--- config.mk ---
export PLATFORM = sky130hd
export DESIGN_NAME = date_to_epoch_seconds
export DESIGN_NICKNAME = d
export VERILOG_FILES = /design/src/rtl/dtes_pkg.sv /design/src/rtl/date_to_epoch_seconds.sv
export SDC_FILE = /design/constraint.sdc
export NUM_CORES = 1
export LEC_CHECK = 0
export BUFFER_PORTS_ARGS = -buffer_cell sky130_fd_sc_hd__buf_2
export CAP_MARGIN = 40
export CORE_MARGIN = 1.5
export CORE_UTILIZATION = 25
export CTS_BUF_LIST = sky130_fd_sc_hd__clkbuf_4
export CTS_CLUSTER_SIZE = 24
export DETAILED_ROUTE_END_ITERATION = 7
export HOLD_SLACK_MARGIN = 0.12
export SLEW_MARGIN = 10
export SYNTH_ARGS = -nofsm -noshare
export SYNTH_HDL_FRONTEND = slang
export SYNTH_SLANG_ARGS = --single-unit
export TNS_END_PERCENT = 30
--- constraint.sdc ---
create_clock -name clock -period 10.9 [get_ports clock]
set_input_delay 0.545 -clock clock [delete_from_list [all_inputs] [get_ports clock]]
set_output_delay 0.545 -clock clock [all_outputs]
set_load 0.005 [all_outputs]
--- src/rtl/dtes_pkg.sv ---
// ----------------------------------------------------------------------------
// dtes_pkg
// Constants and helpers for the calendar date to epoch seconds converter.
// ----------------------------------------------------------------------------
package dtes_pkg;

   // Calendar constants.
   localparam int unsigned EpochYear     = 1970;
   localparam int unsigned CenturyBase   = 2000;
   localparam int unsigned TwoDigitLimit = 69;
   localparam int unsigned SecsPerDay    = 86400;
   localparam int unsigned SecsPerHour   = 3600;
   localparam int unsigned SecsPerMinute = 60;
   localparam int unsigned DaysPerYear   = 365;
   // Leap days counted up to the epoch year, as floor(1969 / 4).
   localparam int unsigned LeapBase      = (EpochYear - 1) / 4;

   // Field widths.
   localparam int unsigned YearWidth   = 12;
   localparam int unsigned MonthWidth  = 4;
   localparam int unsigned DayWidth    = 5;
   localparam int unsigned HourWidth   = 5;
   localparam int unsigned MinuteWidth = 6;
   localparam int unsigned SecondWidth = 6;
   localparam int unsigned ZoneWidth   = 5;
   localparam int unsigned EpochWidth  = 37;

   // Register indexes on the configuration port.
   typedef enum logic {
      CSR_ZONE_OFFSET = 1'b0
   } csr_index_type;

   // Days of the year before the first of the given month, no leap day.
   // Months beyond December count as December.
   function automatic logic [8:0] days_before_month(input logic [MonthWidth-1:0] month);
      logic [8:0] days;
      case (month)
         4'd0:    days = 9'd0;
         4'd1:    days = 9'd31;
         4'd2:    days = 9'd59;
         4'd3:    days = 9'd90;
         4'd4:    days = 9'd120;
         4'd5:    days = 9'd151;
         4'd6:    days = 9'd181;
         4'd7:    days = 9'd212;
         4'd8:    days = 9'd243;
         4'd9:    days = 9'd273;
         4'd10:   days = 9'd304;
         default: days = 9'd334;
      endcase
      return days;
   endfunction

endpackage

--- src/rtl/date_to_epoch_seconds.sv ---
// ----------------------------------------------------------------------------
// date_to_epoch_seconds
// Converts a calendar date and time into signed seconds since 1970-01-01,
// less a configured time-zone offset in hours.
// ----------------------------------------------------------------------------
// The result strobes once an accepted beat has passed all pipeline registers.
// Throughput: one beat per cycle; busy is always low, and the four-stage
// pipeline (decode, day count, scaling, final add) never stalls.
// Reset clears the stage valid bits and sets the zone offset to 11 hours.
// The receiver cannot stall, so results leave in the cycle they are ready.
module date_to_epoch_seconds
   import dtes_pkg::*;
(
   input  logic                          clock,
   input  logic                          reset,
   // Command channel.
   input  logic                          start,
   output logic                          busy,
   input  logic [YearWidth-1:0]          req_year_in,
   input  logic [MonthWidth-1:0]         req_month_index,
   input  logic [DayWidth-1:0]           req_day_of_month,
   input  logic [HourWidth-1:0]          req_hour_in,
   input  logic [MinuteWidth-1:0]        req_minute_in,
   input  logic [SecondWidth-1:0]        req_second_in,
   // Result channel.
   output logic                          rsp_valid,
   output logic signed [EpochWidth-1:0]  rsp_epoch_seconds,
   // Configuration port.
   input  logic                          csr_psel,
   input  logic                          csr_penable,
   input  logic                          csr_pwrite,
   input  logic [2:0]                    csr_paddr,
   input  logic [31:0]                   csr_pwdata,
   output logic [31:0]                   csr_prdata,
   output logic                          csr_pready
);

   // ------------------------------------------------------------------------
   // Configuration register.
   // ------------------------------------------------------------------------
   logic signed [ZoneWidth-1:0] zone_ff, zone_in;
   logic                        csr_write;
   csr_index_type               csr_index;

   assign csr_index  = csr_index_type'(csr_paddr[2]);
   assign csr_write  = csr_psel && csr_penable && csr_pwrite;
   assign csr_pready = 1'b1;

   // Writes to the zone register replace it; anything else keeps it.
   always_comb begin
      zone_in = zone_ff;
      if (csr_write && (csr_index == CSR_ZONE_OFFSET)) begin
         zone_in = csr_pwdata[ZoneWidth-1:0];
      end
   end

   always_ff @(posedge clock) begin
      if (reset) begin
         zone_ff <= ZoneWidth'(11);
      end else begin
         zone_ff <= zone_in;
      end
   end

   // Reads return the zone offset sign-extended, zero elsewhere.
   always_comb begin
      case (csr_index)
         CSR_ZONE_OFFSET: csr_prdata = 32'(zone_ff);
         default:         csr_prdata = 32'd0;
      endcase
   end

   // The pipeline takes a beat in every cycle.
   logic accept;
   assign busy   = 1'b0;
   assign accept = start && !busy;

   // ------------------------------------------------------------------------
   // Stage 1: year fix-up, month table, leap day and time-of-day pieces.
   // ------------------------------------------------------------------------
   logic [YearWidth-1:0]  year_full;
   logic                  leap_day;
   logic                  v1_ff;
   logic signed [12:0]    yoff_ff, yoff_in;
   logic [9:0]            leapq_ff, leapq_in;
   logic [8:0]            mdays_ff, mdays_in;
   logic [DayWidth-1:0]   day_ff;
   logic signed [6:0]     hz_ff, hz_in;
   logic [11:0]           ms1_ff, ms1_in;

   always_comb begin
      // Two-digit years below the limit belong to this century.
      if (req_year_in < YearWidth'(TwoDigitLimit)) begin
         year_full = req_year_in + YearWidth'(CenturyBase);
      end else begin
         year_full = req_year_in;
      end
      yoff_in  = signed'({1'b0, year_full}) - 13'sd1970;
      leapq_in = 10'((year_full - 12'd1) >> 2);
      leap_day = (req_month_index > 4'd1) && (year_full[1:0] == 2'b00);
      mdays_in = days_before_month(req_month_index) + 9'(leap_day);
      hz_in    = signed'(7'(req_hour_in)) - 7'(zone_ff);
      ms1_in   = 12'(req_minute_in) * 12'(SecsPerMinute) + 12'(req_second_in);
   end

   always_ff @(posedge clock) begin
      yoff_ff  <= yoff_in;
      leapq_ff <= leapq_in;
      mdays_ff <= mdays_in;
      day_ff   <= req_day_of_month;
      hz_ff    <= hz_in;
      ms1_ff   <= ms1_in;
   end

   // ------------------------------------------------------------------------
   // Stage 2: day count since the epoch and hour scaling.
   // ------------------------------------------------------------------------
   logic                  v2_ff;
   logic signed [20:0]    days_ff, days_in;
   logic signed [18:0]    hzs_ff, hzs_in;
   logic [11:0]           ms2_ff;

   always_comb begin
      days_in = 21'(yoff_ff) * 21'sd365
              + signed'(21'(leapq_ff)) - 21'sd492
              + signed'(21'(mdays_ff))
              + signed'(21'(day_ff)) - 21'sd1;
      hzs_in  = 19'(hz_ff) * 19'sd3600;
   end

   always_ff @(posedge clock) begin
      days_ff <= days_in;
      hzs_ff  <= hzs_in;
      ms2_ff  <= ms1_ff;
   end

   // ------------------------------------------------------------------------
   // Stage 3: days to seconds and the time-of-day sum.
   // ------------------------------------------------------------------------
   logic                         v3_ff;
   logic signed [37:0]           dprod;
   logic signed [EpochWidth-1:0] dsec_ff;
   logic signed [19:0]           tsec_ff, tsec_in;

   always_comb begin
      dprod   = 38'(days_ff) * 38'sd86400;
      tsec_in = 20'(hzs_ff) + signed'(20'(ms2_ff));
   end

   always_ff @(posedge clock) begin
      dsec_ff <= dprod[EpochWidth-1:0];
      tsec_ff <= tsec_in;
   end

   // ------------------------------------------------------------------------
   // Stage 4: final add into the result register.
   // ------------------------------------------------------------------------
   logic                         rsp_valid_ff;
   logic signed [EpochWidth-1:0] result_ff, result_in;

   assign result_in = dsec_ff + EpochWidth'(tsec_ff);

   always_ff @(posedge clock) begin
      result_ff <= result_in;
   end

   // Valid bits travel alongside the data.
   always_ff @(posedge clock) begin
      if (reset) begin
         v1_ff        <= 1'b0;
         v2_ff        <= 1'b0;
         v3_ff        <= 1'b0;
         rsp_valid_ff <= 1'b0;
      end else begin
         v1_ff        <= accept;
         v2_ff        <= v1_ff;
         v3_ff        <= v2_ff;
         rsp_valid_ff <= v3_ff;
      end
   end

   assign rsp_valid         = rsp_valid_ff;
   assign rsp_epoch_seconds = result_ff;

   // ------------------------------------------------------------------------
   // Assertions.
   // ------------------------------------------------------------------------
   // Every accepted beat shows up as a result after passing all stage registers.
   a_latency: assert property (@(posedge clock) disable iff (reset)
      accept |-> ##4 rsp_valid)
      else $error("accepted beat did not produce a result");

   // A result never appears unless the stage-3 valid bit held a beat before it.
   a_no_spurious: assert property (@(posedge clock) disable iff (reset)
      rsp_valid |-> $past(v3_ff))
      else $error("result strobe without a matching beat");

   // A zone register write lands with the written value.
   a_zone_write: assert property (@(posedge clock) disable iff (reset)
      (csr_write && (csr_index == CSR_ZONE_OFFSET)) |=>
      (zone_ff == $past(csr_pwdata[ZoneWidth-1:0])))
      else $error("zone offset write lost");

   // The zone register only changes through a write.
   a_zone_hold: assert property (@(posedge clock) disable iff (reset)
      !csr_write |=> $stable(zone_ff))
      else $error("zone offset changed without a write");

endmodule

# ---- Word-level counts from Yosys, hierarchy flattened
# Memories as Yosys holds them, arrays and structs flattened.
# Cells that the tools add are included.
dict set report word_totals {
  register_bits 200
  mem_bits_ro 144
  in_bits 79
  out_inout_bits 72
  elab_cells 45
  n_memories 1
}
dict set report classes {
  n_addsub 13
  mul 4
  magnitude_cmp 2
  muxes 2
  bitwise_logic 1
  n_reduce_logical 5
}
# name words width read_ports rd_clocked_by_memory_dff write_ports line
set memory_table {}
lappend memory_table {{(no name shown)} 16 9 1 0 0 dtes_pkg.sv:37} ;# case (month)
# cell n
set ops {}
lappend ops {{$add 37x20->37} 1}
lappend ops {{$mux 32} 1}
lappend ops {{$mul 21x11->30 const B} 1}
lappend ops {{$add 21x10->21} 1}
lappend ops {{$add 21x11->21} 1}
lappend ops {{$add 21x6->21} 1}
lappend ops {{$mul 13x10->21 const B} 1}
lappend ops {{$sub 21x10->21 const B} 1}
lappend ops {{$sub 21x2->21 const B} 1}
lappend ops {{$add 19x13->20} 1}
lappend ops {{$mul 7x9->15 const B} 1}
lappend ops {{$sub 12x11->13 const B} 1}
lappend ops {{$add 12x11->12 const B} 1}
lappend ops {{$add 12x6->12} 1}
lappend ops {{$lt 12x7->1 const B} 1}
lappend ops {{$mux 12} 1}
lappend ops {{$sub 12x1->12 const B} 1}
lappend ops {{$mul 6x4->10 const B} 1}
lappend ops {{$add 9x1->9} 1}
lappend ops {{$sub 6x5->7} 1}
lappend ops {{$gt 4x1->1 const B} 1}
lappend ops {{$logic_and 1x1->1} 4}
lappend ops {{$logic_not 2->1} 1}
lappend ops {{$not 1->1} 1}

# ---- Longest topological paths before layout
# Gate-level depths: netlist of run 1.
dict set report logic_depth {
  depth_word 6
  mapped_depth 19
  depth_no_buf 19
}

# ---- Least setup slack after synthesis of run 1
# Ideal clock, no wire load.
dict set report synth_timing {
  path_kind {reg-to-reg}
  from {register yoff_ff[6]}
  to {register days_ff[20]}
  setup_time_ns 0.127
  arrival_ns 4.854
  required_time_ns 10.773
  setup_slack_ns 5.918
  stages_incl_launch_ff 17
  path_buffers 0
  period_less_slack_ns 4.982
  cell_sequence {dfxtp_1 > inv_1 > ha_1 > fa_1 > inv_1 > fa_1 > fa_1 > inv_1 > fa_1 > inv_1 > ha_1 > ha_1 > o21a_1 > nand4_1 > o311ai_0 > and4_1 > nor3_1}
}
dict set report synth_via {
  elab_chain_cells 6
}
# element line
set synth_lines {}
lappend synth_lines {{start, declared} date_to_epoch_seconds.sv:84} ;# logic signed [12:0] yoff_ff, yoff_in;
lappend synth_lines {{start signal, assigned} date_to_epoch_seconds.sv:107} ;# yoff_ff <= yoff_in;
lappend synth_lines {{$mul 13x10->21} date_to_epoch_seconds.sv:124} ;# days_in = 21'(yoff_ff) * 21'sd365
lappend synth_lines {{$add 21x11->21} date_to_epoch_seconds.sv:125} ;# + signed'(21'(leapq_ff)) - 21'sd492
lappend synth_lines {{$sub 21x10->21} date_to_epoch_seconds.sv:125}
lappend synth_lines {{$add 21x10->21} date_to_epoch_seconds.sv:126} ;# + signed'(21'(mdays_ff))
lappend synth_lines {{$add 21x6->21} date_to_epoch_seconds.sv:127} ;# + signed'(21'(day_ff)) - 21'sd1;
lappend synth_lines {{$sub 21x2->21} date_to_epoch_seconds.sv:127}
lappend synth_lines {{via days_in[20]} date_to_epoch_seconds.sv:119} ;# logic signed [20:0] days_ff, days_in;
lappend synth_lines {{end signal, assigned} date_to_epoch_seconds.sv:132} ;# days_ff <= days_in;
lappend synth_lines {{end, declared} date_to_epoch_seconds.sv:119}
# The timed path passes the listed nets, and every way through them passes these cells.
# A chain may end at the register's enable or synchronous reset.

# ---- Final worst setup path of run 1
dict set report layout_timing {
  from {register yoff_ff[8]}
  to {register days_ff[19]}
}
# The elaborated chain is that of the path after synthesis.

==> load_flow_metrics.sql, run 1 <==
INSERT INTO impl_metrics (metric_group, metric, value, unit) VALUES
('run_status', 'outcome', 'completed', ''),
('routing', 'met2_length', '14240', 'µm'),
('setup_path', 'criticalPathCategory', 'reg2reg', ''),
('logic_synthesis', 'netlist_top_cells_area', 'dfxtp_1 23%, ha_1 22%, fa_1 18%, inv_1 8.0%, xnor2_1 4.7%', ''),
('routing', 'top_signal_layer_used', 'met4', ''),
('worst_hold_path', 'min_delay_path_depth', '3', ''),
('cts', 'cts_resized', '0', ''),
('timing', 'timing.final.crit_period', '5566', 'ps'),
('cts', 'cts_tree', 'yes', ''),
('placed_design', 'place.port_buffers', '119', ''),
('setup_path', 'worstSetupStartpointType', 'flip-flop', ''),
('routing', 'vias', '11470', ''),
('setup_path', 'timing.reg2reg.worst_path_depth', '18', ''),
('cts', 'root_buffer', 'clkbuf_4', ''),
('placed_design', 'dpl.cell_count', '2725', ''),
('worst_hold_path', 'hold_class', 'in2reg', ''),
('timing', 'maxClockFrequency', '179.7', 'MHz'),
('timing', 'finalSetupViolCount', '0', ''),
('cts', 'cts-buffers-inserted', '17', ''),
('global_route', 'grt_pass1_wl', '54450', 'µm'),
('logic_synthesis', 'postSynth.asyncResetShare', '0', '%'),
('cts', 'clk_path_buf_depth', '2', ''),
('setup_path', 'critPathRequiredTime', '11540', 'ps'),
('floorplanning', 'floorplan.die.width', '264.1', 'µm'),
('timing', 'fin_worst_skew', '32.35', 'ps'),
('finish', 'fraction_of_final_layout_cells_with_drive_strength_greater_than_1', '8.907', '%'),
('timing', 'layout_worst_path_cycle_share', '51.06', '%'),
('timing', 'setup_tns', '0', 'ps'),
('timing', 'timing.max_slew.rel_slack', '47.11', '%'),
('timing', 'final-hold-violation-count', '0', ''),
('global_route', 'groute.usage.overall', '9.563', '%'),
('routing', 'ant_nets', '0', ''),
('finish', 'stdcell_count', '2805', ''),
('routing', 'drc', '0', ''),
('cts', 'clk_pin_slew', '210', 'ps'),
('finish', 'finalNetCount', '2451', ''),
('worst_hold_path', 'min_to', 'ms1_ff[3]', ''),
('routing', 'drt_iter0_drc', '359', ''),
('setup_path', 'timing.reg2reg.setup_slack', '5330', 'ps'),
('floorplanning', 'initial_core_util', '25.34', '%'),
('placed_design', 'dp.final_hpwl', '26260', 'µm'),
('logic_synthesis', 'post_synth_num_cell_types', '67', ''),
('floorplanning', 'ioPinCount', '151', ''),
('logic_synthesis', 'mappedNetlistNets', '2312', ''),
('cts', 'cts.hold.buffers_added', '47', ''),
('floorplanning', 'coreArea', '67280', 'µm²'),
('logic_synthesis', 'netlist_instances', '1779', ''),
('setup_path', 'end_kind', 'flip-flop', ''),
('logic_synthesis', 'synthesis.area_per_instance', '9.582', 'µm²'),
('flow_run', 'maxCapViolations', '0', ''),
('finish', 'fillers', '7116', ''),
('global_route', 'first_global_vias', '11590', ''),
('cts', 'cts.sinks', '200', ''),
('placed_design', 'place.gp.congestion', '0.8169', ''),
('setup_path', 'crit_fanout', '5', ''),
('floorplanning', 'die_h', '264.1', 'µm'),
('logic_synthesis', 'yosys_most_used_dff', 'dfxtp_1', ''),
('routing', 'dr.pass1.iters', '5', ''),
('routing', 'wl_met1', '16000', 'µm'),
('worst_hold_path', 'hp-start', 'req_minute_in[0]', ''),
('routing', 'routedWlPerCell', '11.23', 'µm'),
('logic_synthesis', 'synth_most_common_cell', 'inv_1', ''),
('timing', 'rsz0062_at_grt', 'false', ''),
('logic_synthesis', 'mappedNetlistArea', '17050', 'µm²'),
('logic_synthesis', 'yosys.area.top_type', 'dfxtp_1', ''),
('routing', 'routed_wire_length_on_met3', '614', 'µm'),
('setup_path', 'r2r-end', 'days_ff[19]', ''),
('setup_path', 'launch_point_of_the_worst_reg_to_reg_path', 'yoff_ff[8]', ''),
('logic_synthesis', 'ys_seq_area_share', '23.49', '%'),
('logic_synthesis', 'synth-warning-count', '0', ''),
('floorplanning', 'die_area', '69760', 'µm²');
==> worst max-delay path by stage <==
stage / endpoint / cells past startpoint
after floorplan: days_ff[20] / 16
after global placement: days_ff[20] / 15
after detailed placement: days_ff[19] / 18
after CTS: days_ff[19] / 18
after global routing: days_ff[19] / 18
final: days_ff[19] / 18
==> placed cells by master (no fill, tap or decap), types with 6 or more instances in the layout <==
master | netlist | routed
nand2_1 | 62 | 62
buf_2 | 0 | 120
a211o_1 | 7 | 7
a21o_1 | 42 | 42
nand3_1 | 21 | 21
nor2b_1 | 20 | 20
o21bai_1 | 15 | 15
o21ai_0 | 56 | 56
clkbuf_4 | 0 | 17
nor3_1 | 28 | 28
nand4_1 | 9 | 9
inv_1 | 364 | 364
xnor2_1 | 91 | 91
fa_1 | 155 | 155
xor2_1 | 35 | 35
a221oi_1 | 7 | 7
a211oi_1 | 8 | 8
and2_1 | 10 | 10
nor4_1 | 6 | 6
ha_1 | 299 | 299
a31oi_1 | 9 | 9
a21oi_1 | 90 | 90
dlygate4sd3_1 | 0 | 47
nor2_1 | 65 | 65
o211ai_1 | 13 | 13
and3_1 | 14 | 14
nand2b_1 | 18 | 18
o21a_1 | 11 | 11
dfxtp_1 | 200 | 200
or2_2 | 6 | 6
==> registers in the layout, indices dropped and copies added, names as in the netlist, 10 cells and up <==
signal / cells
ms1_ff: 12
tsec_ff: 20
ms2_ff: 12
rsp_epoch_seconds: 37
hzs_ff: 15
leapq_ff: 10
yoff_ff: 13
dsec_ff: 30
days_ff: 21
==> final cells by class <==
class | instances | area [µm²] | area share (%)
timing repair buffer | 168 | 1079 | 5.597
inverter | 364 | 1366 | 7.090
clock buffer | 17 | 127.6 | 0.6622
multi-input combinational | 1167 | 11380 | 59.05
clock inverter | 15 | 220.2 | 1.143
tap | 873 | 1092 | 5.668
sequential | 200 | 4004 | 20.78
antenna | 1 | 2.502 | 0.01299
==> cells by family after synthesis <==
family	synth area share, %
AOI/OAI and AO/OA	11.12
xor gates and xnor gates	6.474
adders and majority gates	40.21
buffers and inverters	9.755
DFF	23.49
muxes	0.5578
other	0.04406
and+or+nand+nor	8.353
==> worst max-delay path: stages, from the launching register on <==
cell       delay (ps)
dfxtp_1           490
inv_1             180
fa_1              560
inv_1              40
ha_1              260
inv_1              50
fa_1              510
inv_1              50
fa_1              460
fa_1              490
ha_1              310
ha_1              360
a21oi_1           220
o21bai_1          140
a211oi_1          370
a21boi_0          330
o21bai_1          140
mux2i_1           130
a2111oi_0         380
==> routing by layer <==
metal | vias up | track usage (%)
met5 | - | 0
met4 | 0 | 3.852
met3 | 31 | 1.557
met2 | 102 | 15.53
met1 | 5262 | 12.61
li1 | 6077 | -
==> stage by stage <==
stage          setup slack (ps)  area (µm²)  hold WS (ps)  util, %
2_1_floorplan              5918       17050         309.6        -
3_3_place_gp               5302       18440         309.8    27.41
3_5_place_dp               5353       18450         312.1    27.42
4_1_cts                    5316       19270         130.0    28.64
5_1_grt                    4910       19270         221.6    28.64
6_report                   5334       19270         287.7    28.64
Power of run 1 is not shown: default switching activity piles up to over one toggle a cycle in this logic, so the estimate is an artifact.
==> inputs of run 2 (changes only) <==
==> constraint.sdc (replaced) <==
create_clock -name clock -period 5.25 [get_ports clock]
set_input_delay 0.2625 -clock clock [delete_from_list [all_inputs] [get_ports clock]]
set_output_delay 0.2625 -clock clock [all_outputs]
set_load 0.005 [all_outputs]
==> load_flow_metrics.sql, run 2 (synthesis results as in run 1) <==
INSERT INTO impl_metrics (metric_group, metric, value, unit) VALUES
('worst_hold_path', 'hp-start', 'req_year_in[0]', ''),
('flow_run', 'maxCapViolations', '0', ''),
('cts', 'clk_path_buf_depth', '2', ''),
('setup_path', 'worstSetupStartpointType', 'flip-flop', ''),
('global_route', 'groute.usage.overall', '9.638', '%'),
('floorplanning', 'initial_core_util', '25.34', '%'),
('placed_design', 'dp.final_hpwl', '26380', 'µm'),
('global_route', 'grt-ovfl-total', '0', ''),
('global_route', 'grt_pass1_wl', '55130', 'µm'),
('floorplanning', 'die_area', '69760', 'µm²'),
('routing', 'vias', '11640', ''),
('timing', 'finalSetupViolCount', '0', ''),
('finish', 'max_reg_flops', '37', ''),
('cts', 'cts.sinks', '200', ''),
('setup_path', 'critical_path_start', 'yoff_ff[9]', ''),
('cts', 'root_buffer', 'clkbuf_4', ''),
('timing', 'report.final.slew_viol_count', '0', ''),
('routing', 'total_length_of_routed_wires', '31870', 'µm'),
('finish', 'layout.cells.most_common', 'inv_1', ''),
('setup_path', 'launch_point_of_the_worst_reg_to_reg_path', 'yoff_ff[9]', ''),
('timing', 'timing.final.crit_period', '4961', 'ps'),
('routing', 'drt_iter0_drc', '311', ''),
('global_route', 'number_of_antenna_violations_at_the_first_check_in_global_routing', '2', ''),
('run_status', 'outcome', 'completed', ''),
('routing', 'drt-vias-per-instance', '4.082', ''),
('floorplanning', 'ioPinCount', '151', ''),
('timing', 'tightest_slew', '811.7', 'ps'),
('cts', 'clk_pin_slew', '180', 'ps'),
('global_route', 'grt_max_degree', '23', ''),
('finish', 'fraction_of_final_layout_cells_with_drive_strength_greater_than_1', '9.873', '%'),
('setup_path', 'criticalPathCategory', 'reg2reg', ''),
('floorplanning', 'coreArea', '67280', 'µm²'),
('finish', 'final_cell_mix', '364 x inv_1, 298 x ha_1, 196 x dfxtp_1', ''),
('floorplanning', 'cell_rows', '95', ''),
('cts', 'insertion_delay', '740', 'ps'),
('routing', 'drc', '0', ''),
('floorplanning', 'floorplan.die.width', '264.1', 'µm'),
('worst_hold_path', 'hold_class', 'in2reg', ''),
('cts', 'cts_htree_levels', '4', ''),
('timing', 'setup_tns', '0', 'ps'),
('timing', 'rsz0062_at_grt', 'false', ''),
('timing', 'layout_worst_path_cycle_share', '94.49', '%'),
('finish', 'area_used_by_multi_input_combinational_logic', '11410', 'µm²'),
('finish', 'seq_area', '4009', 'µm²'),
('routing', 'routedWlPerCell', '11.18', 'µm'),
('cts', 'cts-buffers-inserted', '17', ''),
('setup_path', 'end_kind', 'flip-flop', ''),
('setup_path', 'critPathRequiredTime', '5890', 'ps'),
('timing', 'maxClockFrequency', '201.6', 'MHz'),
('setup_path', 'crit_fanout', '5', ''),
('timing', 'fin_worst_skew', '28.06', 'ps'),
('finish', 'finalNetCount', '2495', ''),
('finish', 'fillers', '7094', ''),
('timing', 'final-hold-violation-count', '0', ''),
('finish', 'area_growth', '15.56', '%'),
('routing', 'ant_nets', '0', ''),
('placed_design', 'place.port_buffers', '119', ''),
('placed_design', 'place.gp.congestion', '0.8005', ''),
('cts', 'cts_tree', 'yes', ''),
('timing', 'timing.max_slew.rel_slack', '44.49', '%'),
('setup_path', 'crit_arrival', '5600', 'ps'),
('routing', 'dr.pass1.iters', '5', ''),
('floorplanning', 'die_h', '264.1', 'µm'),
('global_route', 'first_global_vias', '11930', '');
## run 2: critical path, stage by stage (launching register included)
cell,delay (ps)
dfxtp_1,450
inv_1,110
ha_1,340
fa_1,510
inv_1,50
fa_1,460
fa_1,540
inv_1,50
fa_1,520
inv_1,40
ha_1,280
ha_1,300
o21a_1,180
nand4_1,160
or2_2,320
o311ai_0,100
buf_4,210
and4_1,180
nor3_1,50
## run 2: cell type report
type	instances	area share, %
Timing Repair Buffer	212	7.558
Antenna cell	2	0.02541
Inverter	364	6.936
Clock buffer	17	0.6479
Multi-Input combinational cell	1167	57.93
Sequential cell	200	20.35
Tap cell	873	5.545
Clock inverter	15	1.010
## run 2: worst paths after layout
path	endpoint	slack (ps)	cells past startpoint
setup / recovery	days_ff[20]	290	18
hold / removal	yoff_ff[0]	250	2
setup reg to reg	days_ff[20]	290	18
hold reg to reg	ms2_ff[2]	350	0
## run 2: timing repair
action | 4_1_cts | 5_1_grt
hold endpoints to repair | 63 | 0
setup endpoints to repair | 0 | 5
hold buffers | 78 | 0
resized for setup | 0 | 13
buffers inserted | 0 | 0
## run 2: through the flow
stage / area, µm² / util (%) / hold slack, ps / setup WS, ps / instances
2_1_floorplan: 17050 / - / 290.2 / 268.3 / 1779
3_3_place_gp: 18540 / 27.56 / 309.9 / 129.4 / 2737
3_5_place_dp: 18550 / 27.57 / 312.1 / 28.88 / 2738
4_1_cts: 19660 / 29.22 / 135.1 / 14.71 / 2848
5_1_grt: 19700 / 29.28 / 183.3 / 3.835 / 2850
6_report: 19700 / 29.28 / 250.9 / 289.3 / 2850
## run 2: routing by layer
metal  up-vias  GRT usage (%)  share of wire, %
met5         -              0                 0
met4         0          3.308               1.4
met3        26          1.734               2.8
met2       131          15.80                45
met1      5304          12.70                51
li1       6174              -                 -
Power of run 2 is left out for the same reason.
